==> src/hw/rtl/uss_pkg.sv <==
// Shared types and constants for the unordered set store.
// Used by the channel interfaces, the controller, the datapath and the top level.
package uss_pkg;

  localparam int ELEM_W = 32;
  localparam int OP_W   = 2;
  localparam int POS_W  = 6;
  localparam int CNT_W  = 7;
  localparam int CAP_W  = 7;

  localparam logic [CAP_W-1:0] CAP_RESET = 7'd64;

  localparam logic [OP_W-1:0] OP_INSERT = 2'd0;
  localparam logic [OP_W-1:0] OP_REMOVE = 2'd1;
  localparam logic [OP_W-1:0] OP_LOOKUP = 2'd2;

  // controller -> datapath
  typedef struct packed {
    logic load;        // latch the request, reset the walk
    logic scan;        // one step of the linear search
    logic append;      // write the value at slot count, count up
    logic shift_init;  // start the move-down after the found slot
    logic shift;       // one step of the move-down
    logic dec;         // count down
    logic out_load;    // load the result register
    logic res_ok;      // success bit of the result
    logic res_slot;    // position from the slot register, else zero
  } uss_cmd_t;

  // datapath -> controller
  typedef struct packed {
    logic [OP_W-1:0] op;
    logic            full;
    logic            found;
    logic            walk_done;
    logic            out_free;
  } uss_status_t;

endpackage

==> src/hw/rtl/uss_if.sv <==
// Valid/ready channel interfaces for requests and results of the set store.
// Depends on uss_pkg for field widths.
interface uss_req_if;
  import uss_pkg::*;
  logic                     valid;
  logic                     ready;
  logic [OP_W-1:0]          operation;
  logic signed [ELEM_W-1:0] element;
  modport source (output valid, operation, element, input ready);
  modport sink   (input valid, operation, element, output ready);
endinterface

interface uss_rsp_if;
  import uss_pkg::*;
  logic             valid;
  logic             ready;
  logic             success;
  logic [POS_W-1:0] position;
  logic [CNT_W-1:0] count;
  modport source (output valid, success, position, count, input ready);
  modport sink   (input valid, success, position, count, output ready);
endinterface

==> src/hw/rtl/uss_ctrl.sv <==
// Sequencer of the set store: check, search, append or move-down, result.
// Depends on uss_pkg; drives the datapath through uss_cmd_t.
module uss_ctrl (
  input  logic                 clk,
  input  logic                 rst,
  input  logic                 req_valid,
  output logic                 req_ready,
  input  uss_pkg::uss_status_t status,
  output uss_pkg::uss_cmd_t    cmd
);
  import uss_pkg::*;

  typedef enum logic [2:0] {S_IDLE, S_CHECK, S_SCAN, S_SHIFT, S_DONE} state_t;

  state_t state, state_next;
  logic   res_ok, res_ok_next;
  logic   res_slot, res_slot_next;

  always_comb begin
    cmd           = '0;
    state_next    = state;
    res_ok_next   = res_ok;
    res_slot_next = res_slot;
    req_ready     = (state == S_IDLE);
    unique case (state)
      S_IDLE: begin
        if (req_valid) begin
          cmd.load   = 1'b1;
          state_next = S_CHECK;
        end
      end
      S_CHECK: begin
        res_ok_next   = 1'b0;
        res_slot_next = 1'b0;
        if ((status.op == OP_INSERT && status.full) ||
            (status.op != OP_INSERT && status.op != OP_REMOVE &&
             status.op != OP_LOOKUP)) begin
          state_next = S_DONE;
        end else begin
          state_next = S_SCAN;
        end
      end
      S_SCAN: begin
        if (status.found || status.walk_done) begin
          res_ok_next   = status.found;
          res_slot_next = status.found;
          state_next    = S_DONE;
          if (status.op == OP_INSERT && !status.found) begin
            cmd.append    = 1'b1;   // slot register takes the old count
            res_ok_next   = 1'b1;
            res_slot_next = 1'b1;
          end else if (status.op == OP_REMOVE && status.found) begin
            cmd.shift_init = 1'b1;
            state_next     = S_SHIFT;
          end
        end else begin
          cmd.scan = 1'b1;
        end
      end
      S_SHIFT: begin
        cmd.shift = 1'b1;
        if (status.walk_done) begin
          cmd.dec    = 1'b1;
          state_next = S_DONE;
        end
      end
      S_DONE: begin
        cmd.res_ok   = res_ok;
        cmd.res_slot = res_slot;
        if (status.out_free) begin
          cmd.out_load = 1'b1;
          state_next   = S_IDLE;
        end
      end
      default: state_next = S_IDLE;
    endcase
  end

  always_ff @(posedge clk) begin
    if (rst) begin
      state    <= S_IDLE;
      res_ok   <= 1'b0;
      res_slot <= 1'b0;
    end else begin
      state    <= state_next;
      res_ok   <= res_ok_next;
      res_slot <= res_slot_next;
    end
  end

endmodule

==> src/hw/rtl/uss_datapath.sv <==
// Element memory, count, walk pointer, capacity register and result register.
// Depends on uss_pkg and uss_if; steered by uss_ctrl.
module uss_datapath #(
  parameter int DEPTH = 64
) (
  input  logic                            clk,
  input  logic                            rst,
  input  logic                            cfg_we,
  input  logic [uss_pkg::CAP_W-1:0]       cfg_data,
  input  logic [uss_pkg::OP_W-1:0]        req_operation,
  input  logic signed [uss_pkg::ELEM_W-1:0] req_element,
  input  uss_pkg::uss_cmd_t               cmd,
  output uss_pkg::uss_status_t            status,
  uss_rsp_if.source                       rsp
);
  import uss_pkg::*;

  localparam int AW = $clog2(DEPTH);
  localparam int CW = $clog2(DEPTH + 1);
  localparam int LW = (CW > CAP_W) ? CW : CAP_W;

  logic signed [ELEM_W-1:0] mem [DEPTH];

  logic [CAP_W-1:0]         capacity;
  logic [OP_W-1:0]          op_r;
  logic signed [ELEM_W-1:0] value_r;
  logic [CW-1:0]            count;
  logic [CW-1:0]            idx;
  logic                     rd_valid;
  logic [AW-1:0]            rd_tag;
  logic signed [ELEM_W-1:0] rdata;
  logic                     found;
  logic [AW-1:0]            slot;

  logic                     hit, more, issue, full;
  logic                     we;
  logic [AW-1:0]            wa;
  logic signed [ELEM_W-1:0] wd;

  assign more  = (idx < count);
  assign hit   = cmd.scan && rd_valid && (rdata == value_r);
  assign issue = (cmd.scan && more && !found && !hit) || (cmd.shift && more);
  assign full  = (LW'(count) >= LW'(capacity)) || (count >= CW'(DEPTH));

  // during the move-down, the word read last cycle lands one slot lower
  assign we = cmd.append || (cmd.shift && rd_valid);
  assign wa = cmd.append ? count[AW-1:0] : rd_tag - AW'(1);
  assign wd = cmd.append ? value_r : rdata;

  always_ff @(posedge clk) begin
    if (we) begin
      mem[wa] <= wd;
    end
    rdata <= mem[idx[AW-1:0]];
  end

  always_ff @(posedge clk) begin
    if (cmd.load) begin
      op_r    <= req_operation;
      value_r <= req_element;
    end
    if (issue) begin
      rd_tag <= idx[AW-1:0];
    end
    if (hit) begin
      slot <= rd_tag;
    end else if (cmd.append) begin
      slot <= count[AW-1:0];
    end
  end

  always_ff @(posedge clk) begin
    if (rst) begin
      capacity  <= CAP_RESET;
      count     <= '0;
      idx       <= '0;
      rd_valid  <= 1'b0;
      found     <= 1'b0;
      rsp.valid <= 1'b0;
    end else begin
      if (cfg_we) begin
        capacity <= cfg_data;
      end
      rd_valid <= issue;
      if (cmd.load) begin
        idx   <= '0;
        found <= 1'b0;
      end else if (cmd.shift_init) begin
        idx <= CW'(slot) + CW'(1);
      end else if (issue) begin
        idx <= idx + CW'(1);
      end
      if (hit) begin
        found <= 1'b1;
      end
      if (cmd.append) begin
        count <= count + CW'(1);
      end else if (cmd.dec) begin
        count <= count - CW'(1);
      end
      if (cmd.out_load) begin
        rsp.valid <= 1'b1;
      end else if (rsp.ready) begin
        rsp.valid <= 1'b0;
      end
    end
  end

  always_ff @(posedge clk) begin
    if (cmd.out_load) begin
      rsp.success  <= cmd.res_ok;
      rsp.position <= cmd.res_slot ? POS_W'(slot) : '0;
      rsp.count    <= CNT_W'(count);
    end
  end

  assign status.op        = op_r;
  assign status.full      = full;
  assign status.found     = found;
  assign status.walk_done = !more && !rd_valid;
  assign status.out_free  = !rsp.valid || rsp.ready;

`ifndef SYNTHESIS
  a_count_bound: assert property (@(posedge clk) disable iff (rst)
    count <= CW'(DEPTH))
    else $error("element count beyond store depth");
  a_append_room: assert property (@(posedge clk) disable iff (rst)
    cmd.append |-> !full)
    else $error("append into a full set");
  a_dec_nonempty: assert property (@(posedge clk) disable iff (rst)
    cmd.dec |-> (count != '0 && found))
    else $error("count down without a found element");
  a_no_overwrite: assert property (@(posedge clk) disable iff (rst)
    (rsp.valid && !rsp.ready) |-> !cmd.out_load)
    else $error("result register overwritten while still waiting");
`endif

endmodule

==> src/hw/rtl/unordered_set_store.sv <==
// Unordered set of distinct signed 32-bit values, kept packed in slots 0..count-1 of a
// DEPTH-word memory in insertion order. Each request (insert, remove, lookup) gives one
// result with success, slot and the count after the request. The memory has one read and
// one write port, so a request is a linear walk over the held elements, one word a cycle:
// a lookup or insert walks the held elements; a remove walks up to the slot, then moves the
// later entries down. An insert into a full set, or an unused operation code, goes straight
// to its result. One request is worked on at a time; the next is taken while the previous
// result still waits in the output register. No clearing pass after reset. The user must
// write capacity only while no request is in flight; the block does not enforce it.
module unordered_set_store #(
  parameter int DEPTH = 64
) (
  input  logic                      clk,
  input  logic                      rst,
  input  logic                      cfg_we,
  input  logic [uss_pkg::CAP_W-1:0] cfg_data,
  uss_req_if.sink                   req,
  uss_rsp_if.source                 rsp
);
  import uss_pkg::*;

  uss_cmd_t    cmd;
  uss_status_t status;

  uss_ctrl u_ctrl (
    .clk       (clk),
    .rst       (rst),
    .req_valid (req.valid),
    .req_ready (req.ready),
    .status    (status),
    .cmd       (cmd)
  );

  uss_datapath #(
    .DEPTH (DEPTH)
  ) u_datapath (
    .clk           (clk),
    .rst           (rst),
    .cfg_we        (cfg_we),
    .cfg_data      (cfg_data),
    .req_operation (req.operation),
    .req_element   (req.element),
    .cmd           (cmd),
    .status        (status),
    .rsp           (rsp)
  );

endmodule

==> src/flat_wrapper.sv <==
// flat-port wrapper written by rule: the top's interface ports become plain ports
module unordered_set_store_flat import uss_pkg::*;
#(
  parameter int DEPTH = 64
)
  (clk, rst, cfg_we, cfg_data, req_valid, req_operation, req_element, req_ready, rsp_valid, rsp_success, rsp_position, rsp_count, rsp_ready);
  uss_req_if req_i ();
  uss_rsp_if rsp_i ();
  input  logic clk;
  input  logic rst;
  input  logic cfg_we;
  input  logic [uss_pkg::CAP_W-1:0] cfg_data;
  input wire logic [$bits(req_i.valid)-1:0] req_valid;
  input wire logic [$bits(req_i.operation)-1:0] req_operation;
  input wire logic [$bits(req_i.element)-1:0] req_element;
  output wire logic [$bits(req_i.ready)-1:0] req_ready;
  output wire logic [$bits(rsp_i.valid)-1:0] rsp_valid;
  output wire logic [$bits(rsp_i.success)-1:0] rsp_success;
  output wire logic [$bits(rsp_i.position)-1:0] rsp_position;
  output wire logic [$bits(rsp_i.count)-1:0] rsp_count;
  input wire logic [$bits(rsp_i.ready)-1:0] rsp_ready;
  assign req_i.valid = req_valid;
  assign req_i.operation = req_operation;
  assign req_i.element = req_element;
  assign req_ready = req_i.ready;
  assign rsp_valid = rsp_i.valid;
  assign rsp_success = rsp_i.success;
  assign rsp_position = rsp_i.position;
  assign rsp_count = rsp_i.count;
  assign rsp_i.ready = rsp_ready;
  unordered_set_store #(.DEPTH(DEPTH)) u_core (.clk(clk), .rst(rst), .cfg_we(cfg_we), .cfg_data(cfg_data), .req(req_i), .rsp(rsp_i));
endmodule
==> config.mk <==
export PLATFORM = sky130hd
export DESIGN_NAME = unordered_set_store_flat
export DESIGN_NICKNAME = d
export VERILOG_FILES = /design/src/hw/rtl/uss_pkg.sv /design/src/hw/rtl/uss_if.sv /design/src/hw/rtl/uss_ctrl.sv /design/src/hw/rtl/uss_datapath.sv /design/src/hw/rtl/unordered_set_store.sv /design/src/flat_wrapper.sv
export SDC_FILE = /design/constraint.sdc
export NUM_CORES = 2
export LEC_CHECK = 0
export ABC_AREA = 1
export BUFFER_PORTS_ARGS = -buffer_cell sky130_fd_sc_hd__buf_2
export CELL_PAD_IN_SITES_DETAIL_PLACEMENT = 2
export CELL_PAD_IN_SITES_GLOBAL_PLACEMENT = 2
export CORE_UTILIZATION = 48
export DETAILED_ROUTE_END_ITERATION = 10
export GPL_TIMING_DRIVEN = 0
export PLACE_DENSITY = 0.95
export SYNTH_ARGS = -nofsm -noshare
export SYNTH_HDL_FRONTEND = slang
export SYNTH_SLANG_ARGS = --single-unit
==> constraint.sdc <==
create_clock -name clk -period 15.2 [get_ports clk]
set_input_delay 1.52 -clock clk [delete_from_list [all_inputs] [get_ports clk]]
set_output_delay 1.52 -clock clk [all_outputs]
set_load 0.02 [all_outputs]
==> summary.md, run 1 <==
| Metric | Value |
|---|---|
| Port buffer count | `61` |
| Main area contributors after synthesis | `edfxtp_1, o21ai_0, nor2_1` |
| Synth top area share | `73.51%` |
| Post-Syn Area | `0.08611 sq mm` |
| Exit stage | `detailed placement (3_5_place_dp)` |
| Synth area leader | `edfxtp_1` |
| Synth async-reset ratio | `0%` |
| Post-Synthesis Cells | `6,846` |
| Standard-cell row count | `155` |
| Post-Syn Nets | `6,913` |
| Commonest register cell after synthesis | `edfxtp_1` |
| Sequential share of the synthesized area | `74.91%` |
| Top cells by count, synth | `edfxtp_1, nor2_1, o21ai_0` |
| Syn. warnings | `0` |
| DIE WIDTH | `425.5 um` |
| Netlist cell types | `43` |
| Die height | `425.5 um` |
| Post-synth EDFFs | `2,108` |
| First Err | `[ERROR DPL-0033] detailed placement checks failed during check placement.` |
| #FFs+latches synth | `2,168` |
| Ports | `62` |
| Status | `stopped before the end` |
| Initial Util | `48.31%` |
| GPL Wtd Cong | `0.9625` |
| Mapped Avg Cell Area | `12.58 sq um` |
| DP Wirelength | `331.7 mm` |
| Top-count cell post-synth | `edfxtp_1` |
[logic make-up after synthesis]
group                      count (synthesis)  synth area share (%)
and+or+nand+nor                         2296                 10.72
buffers and inverters                    572                 2.736
adders and majority gates                 21                0.3139
DFF                                     2168                 74.91
AOI/OAI and AO/OA                       1768                 11.11
xor gates and xnor gates                  21                0.2136
[per-stage QoR]
stage	worst slack (ns)	cells	area (sq um)
after global placement	3.863	9262	89360
after floorplan	10.22	6846	86110
==> run 2: changes to the inputs <==
Settings changed: CELL_PAD_IN_SITES_DETAIL_PLACEMENT 2 to unset, CELL_PAD_IN_SITES_GLOBAL_PLACEMENT 2 to unset, CORE_UTILIZATION 48 to 40, PLACE_DENSITY 0.95 to unset, PLACE_DENSITY_LB_ADDON set to 0.15.
==> run 2 against run 1 <==
The flow now finishes without violations. Synthesized cell count stayed put. Synthesized area unchanged.
==> summary.md, run 2 <==
| Metric | Value |
|---|---|
| Root Buffer | `clkbuf_16` |
| Top-count cell post-synth | `edfxtp_1` |
| Min cycle time layout | `5.351 ns` |
| H-tree depth | `4` |
| Sequential share of the synthesized area | `74.91%` |
| Nets | `7,347` |
| First-pass GRT wire length | `466.7 mm` |
| # DRC | `0` |
| Largest regs | `u_core.u_datapath.mem: 2048 flops, u_core.u_datapath.rdata: 32 flops, u_core.u_datapath.value_r: 32 flops` |
| Gr usage total | `31.15%` |
| Post-Synthesis Cells | `6,846` |
| Setup crit end kind | `flip-flop` |
| DIE WIDTH | `466.0 um` |
| CTS tree | `done` |
| Setup Skew | `0.03129 ns` |
| Port buffer count | `61` |
| Hold Fails Final Rpt | `0` |
| Netlist cell types | `43` |
| Crit Path Class | `flip-flop to flip-flop` |
| Total CTS buffers | `218` |
| Synth-to-layout area growth | `17.33%` |
| Worst Path Required | `15.87 ns` |
| Worst skew pair latency | `0.90 ns` |
| Fin crit share | `35.21%` |
| Hold/Removal Path Class | `flip-flop to flip-flop` |
| Post-CTS Setup Inserts | `0` |
| Most used cell, CP | `o21ai_0` |
| GRT Residual Overflow | `0` |
| Power density cells | `166.0 mW/mm^2` |
| WL/cell | `33.41 um` |
| Mapped Avg Cell Area | `12.58 sq um` |
| Register bank with the most flops | `u_core.u_datapath.mem` |
| Routed Antenna Nets | `0` |
| Largest net degree at the start of global routing | `65` |
| Clk sink count | `2,168` |
| Fillers | `18,910` |
| Slowest Stage Delay on Critical Path | `0.87 ns` |
| Die area | `0.2171 sq mm` |
| Ports | `62` |
| Maximum buffer depth of the clock tree | `3` |
| RSZ-0062 raised after global routing | `false` |
| GPL Wtd Cong | `0.9586` |
| Vias | `62,020` |
| Initial Util | `40.44%` |
| Main area contributors after synthesis | `edfxtp_1, o21ai_0, nor2_1` |
| Synth top area share | `73.51%` |
| Commonest register cell after synthesis | `edfxtp_1` |
| Iteration-0 DRC Markers | `9,310` |
| Slowest CP cell | `o21ai_0` |
| Post-Syn Area | `0.08611 sq mm` |
| # setup viols final | `0` |
| Die height | `466.0 um` |
| Post-Route WL | `344.0 mm` |
| Standard-cell row count | `169` |
| Largest register FFs | `2,048` |
| Worst-margin pin slew | `1.447 ns` |
| FF+latch area | `0.06450 sq mm` |
| Post-Syn Nets | `6,913` |
| Post-synth EDFFs | `2,108` |
| Core area | `0.2129 sq mm` |
| Maxcap violations | `0` |
| Post-CTS Resized | `0` |
| CP Data Arrival Time | `6.02 ns` |
| Synth area leader | `edfxtp_1` |
| Number of detailed-route iterations in the first pass | `7` |
| Synth async-reset ratio | `0%` |
| Slew HR | `3.514%` |
| Most frequent cells in the layout | `edfxtp_1, o21ai_0, nor2_1, nand2_1, o22ai_1` |
| Clock transition at path regs | `0.07 ns` |
| Commonest non-fill, non-tap cell in the layout | `edfxtp_1` |
| Crit path max fanout | `10` |
| Crit-path cells | `clkbuf_1, buf_16, clkinv_1, clkbuf_2, clkbuf_1, o21ai_0, o21ai_0, o21ai_0, o21ai_0` |
| Final TNS setup | `0 ns` |
| CP startpoint kind | `flip-flop` |
| Hold-fix buffers at CTS | `0` |
| F_max | `0.1869 GHz` |
| Vias in the first global route | `57,560` |
| Area occupied by multi-input gates | `0.02005 sq mm` |
| Initial antenna violation count | `13` |
| Vias per inst | `6.023` |
| Leakage | `0.03372 uW` |
| Final instance area | `0.1010 sq mm` |
| Syn. warnings | `0` |
| Top cells by count, synth | `edfxtp_1, nor2_1, o21ai_0` |
| #FFs+latches synth | `2,168` |
| Area after DPL | `0.09410 sq mm` |
| Layout cells sized above 1 | `10.53%` |
| Final Max Slew Viols | `0` |
| Peak VDD IR | `155.0 uV` |
| DP Wirelength | `239.5 mm` |
| Status | `complete, no violations` |
[run 2: path summary, 6_finish.rpt]
check,slack (ns),cells after the start,end,startpoint
worst min register to register,0.47,2,u_core.u_datapath.capacity[3],u_core.u_datapath.capacity[3]
worst min-delay path,0.47,2,u_core.u_datapath.capacity[3],u_core.u_datapath.capacity[3]
worst max register to register,9.85,9,u_core.u_datapath.rdata[7],u_core.u_datapath.idx[3]
worst max-delay path,9.85,9,u_core.u_datapath.rdata[7],u_core.u_datapath.idx[3]
[run 2: report_power, final]
group | internal (uW) | switching [uW]
combinational | 817 | 2920
sequential | 7630 | 86.3
clock | 2940 | 2380
[run 2: kinds of logic (layout without fill, tap and decap cells)]
group / Yosys count / in the layout / share of synthesized area (%)
AND/OR/NAND/NOR: 2296 / 2296 / 10.72
flip-flops: 2168 / 2168 / 74.91
AO/OA/AOI/OAI: 1768 / 1768 / 11.11
buffers and inverters: 572 / 1190 / 2.736
adder cells (fa/ha/maj): 21 / 21 / 0.3139
XOR/XNOR: 21 / 21 / 0.2136
other: 0 / 12 / 0
[run 2: layout make-up]
type                       count  area share [%]
clock buffer                 278           5.754
antenna                       12         0.02972
multi-input combinational   4106           19.84
tap                         2821           3.494
clock inverter               126           1.076
sequential                  2168           63.85
inverter                     113          0.4198
buffer                       459           1.913
timing repair buffer         214           3.624
[run 2: through the flow]
step | utilization (%) | power (uW) | instances | hold slack, ns | worst slack (ns)
CTS | 47.43 | 16690 | 10290 | 0.4782 | 10.16
floorplan | - | 9415 | 6846 | 0.4095 | 10.22
detailed placement | 44.19 | 11470 | 9881 | 0.4688 | 10.17
global placement | 42.24 | 11350 | 9728 | 0.4596 | 3.595
global route | 47.43 | 17110 | 10290 | 0.4974 | 10.17
finish | 47.45 | 16770 | 10300 | 0.4704 | 9.849
[run 2: routing by layer]
layer | share of wire (%) | global-route usage [%] | vias up
met5 | 0.0078 | 0 | -
met4 | 6.2 | 17.07 | 4
met3 | 10 | 5.969 | 767
met2 | 45 | 48.15 | 3846
met1 | 39 | 41.47 | 31370
li1 | - | - | 26040
[run 2: worst max-delay path, delay by kind of cell, from the launching register on]
family / cells / cell delay, ns
buf+inv: 5 / 2.68
compound gates: 4 / 2.00
flops: 1 / 0.41
No activity file was read; power rests on OpenSTA's default activity.
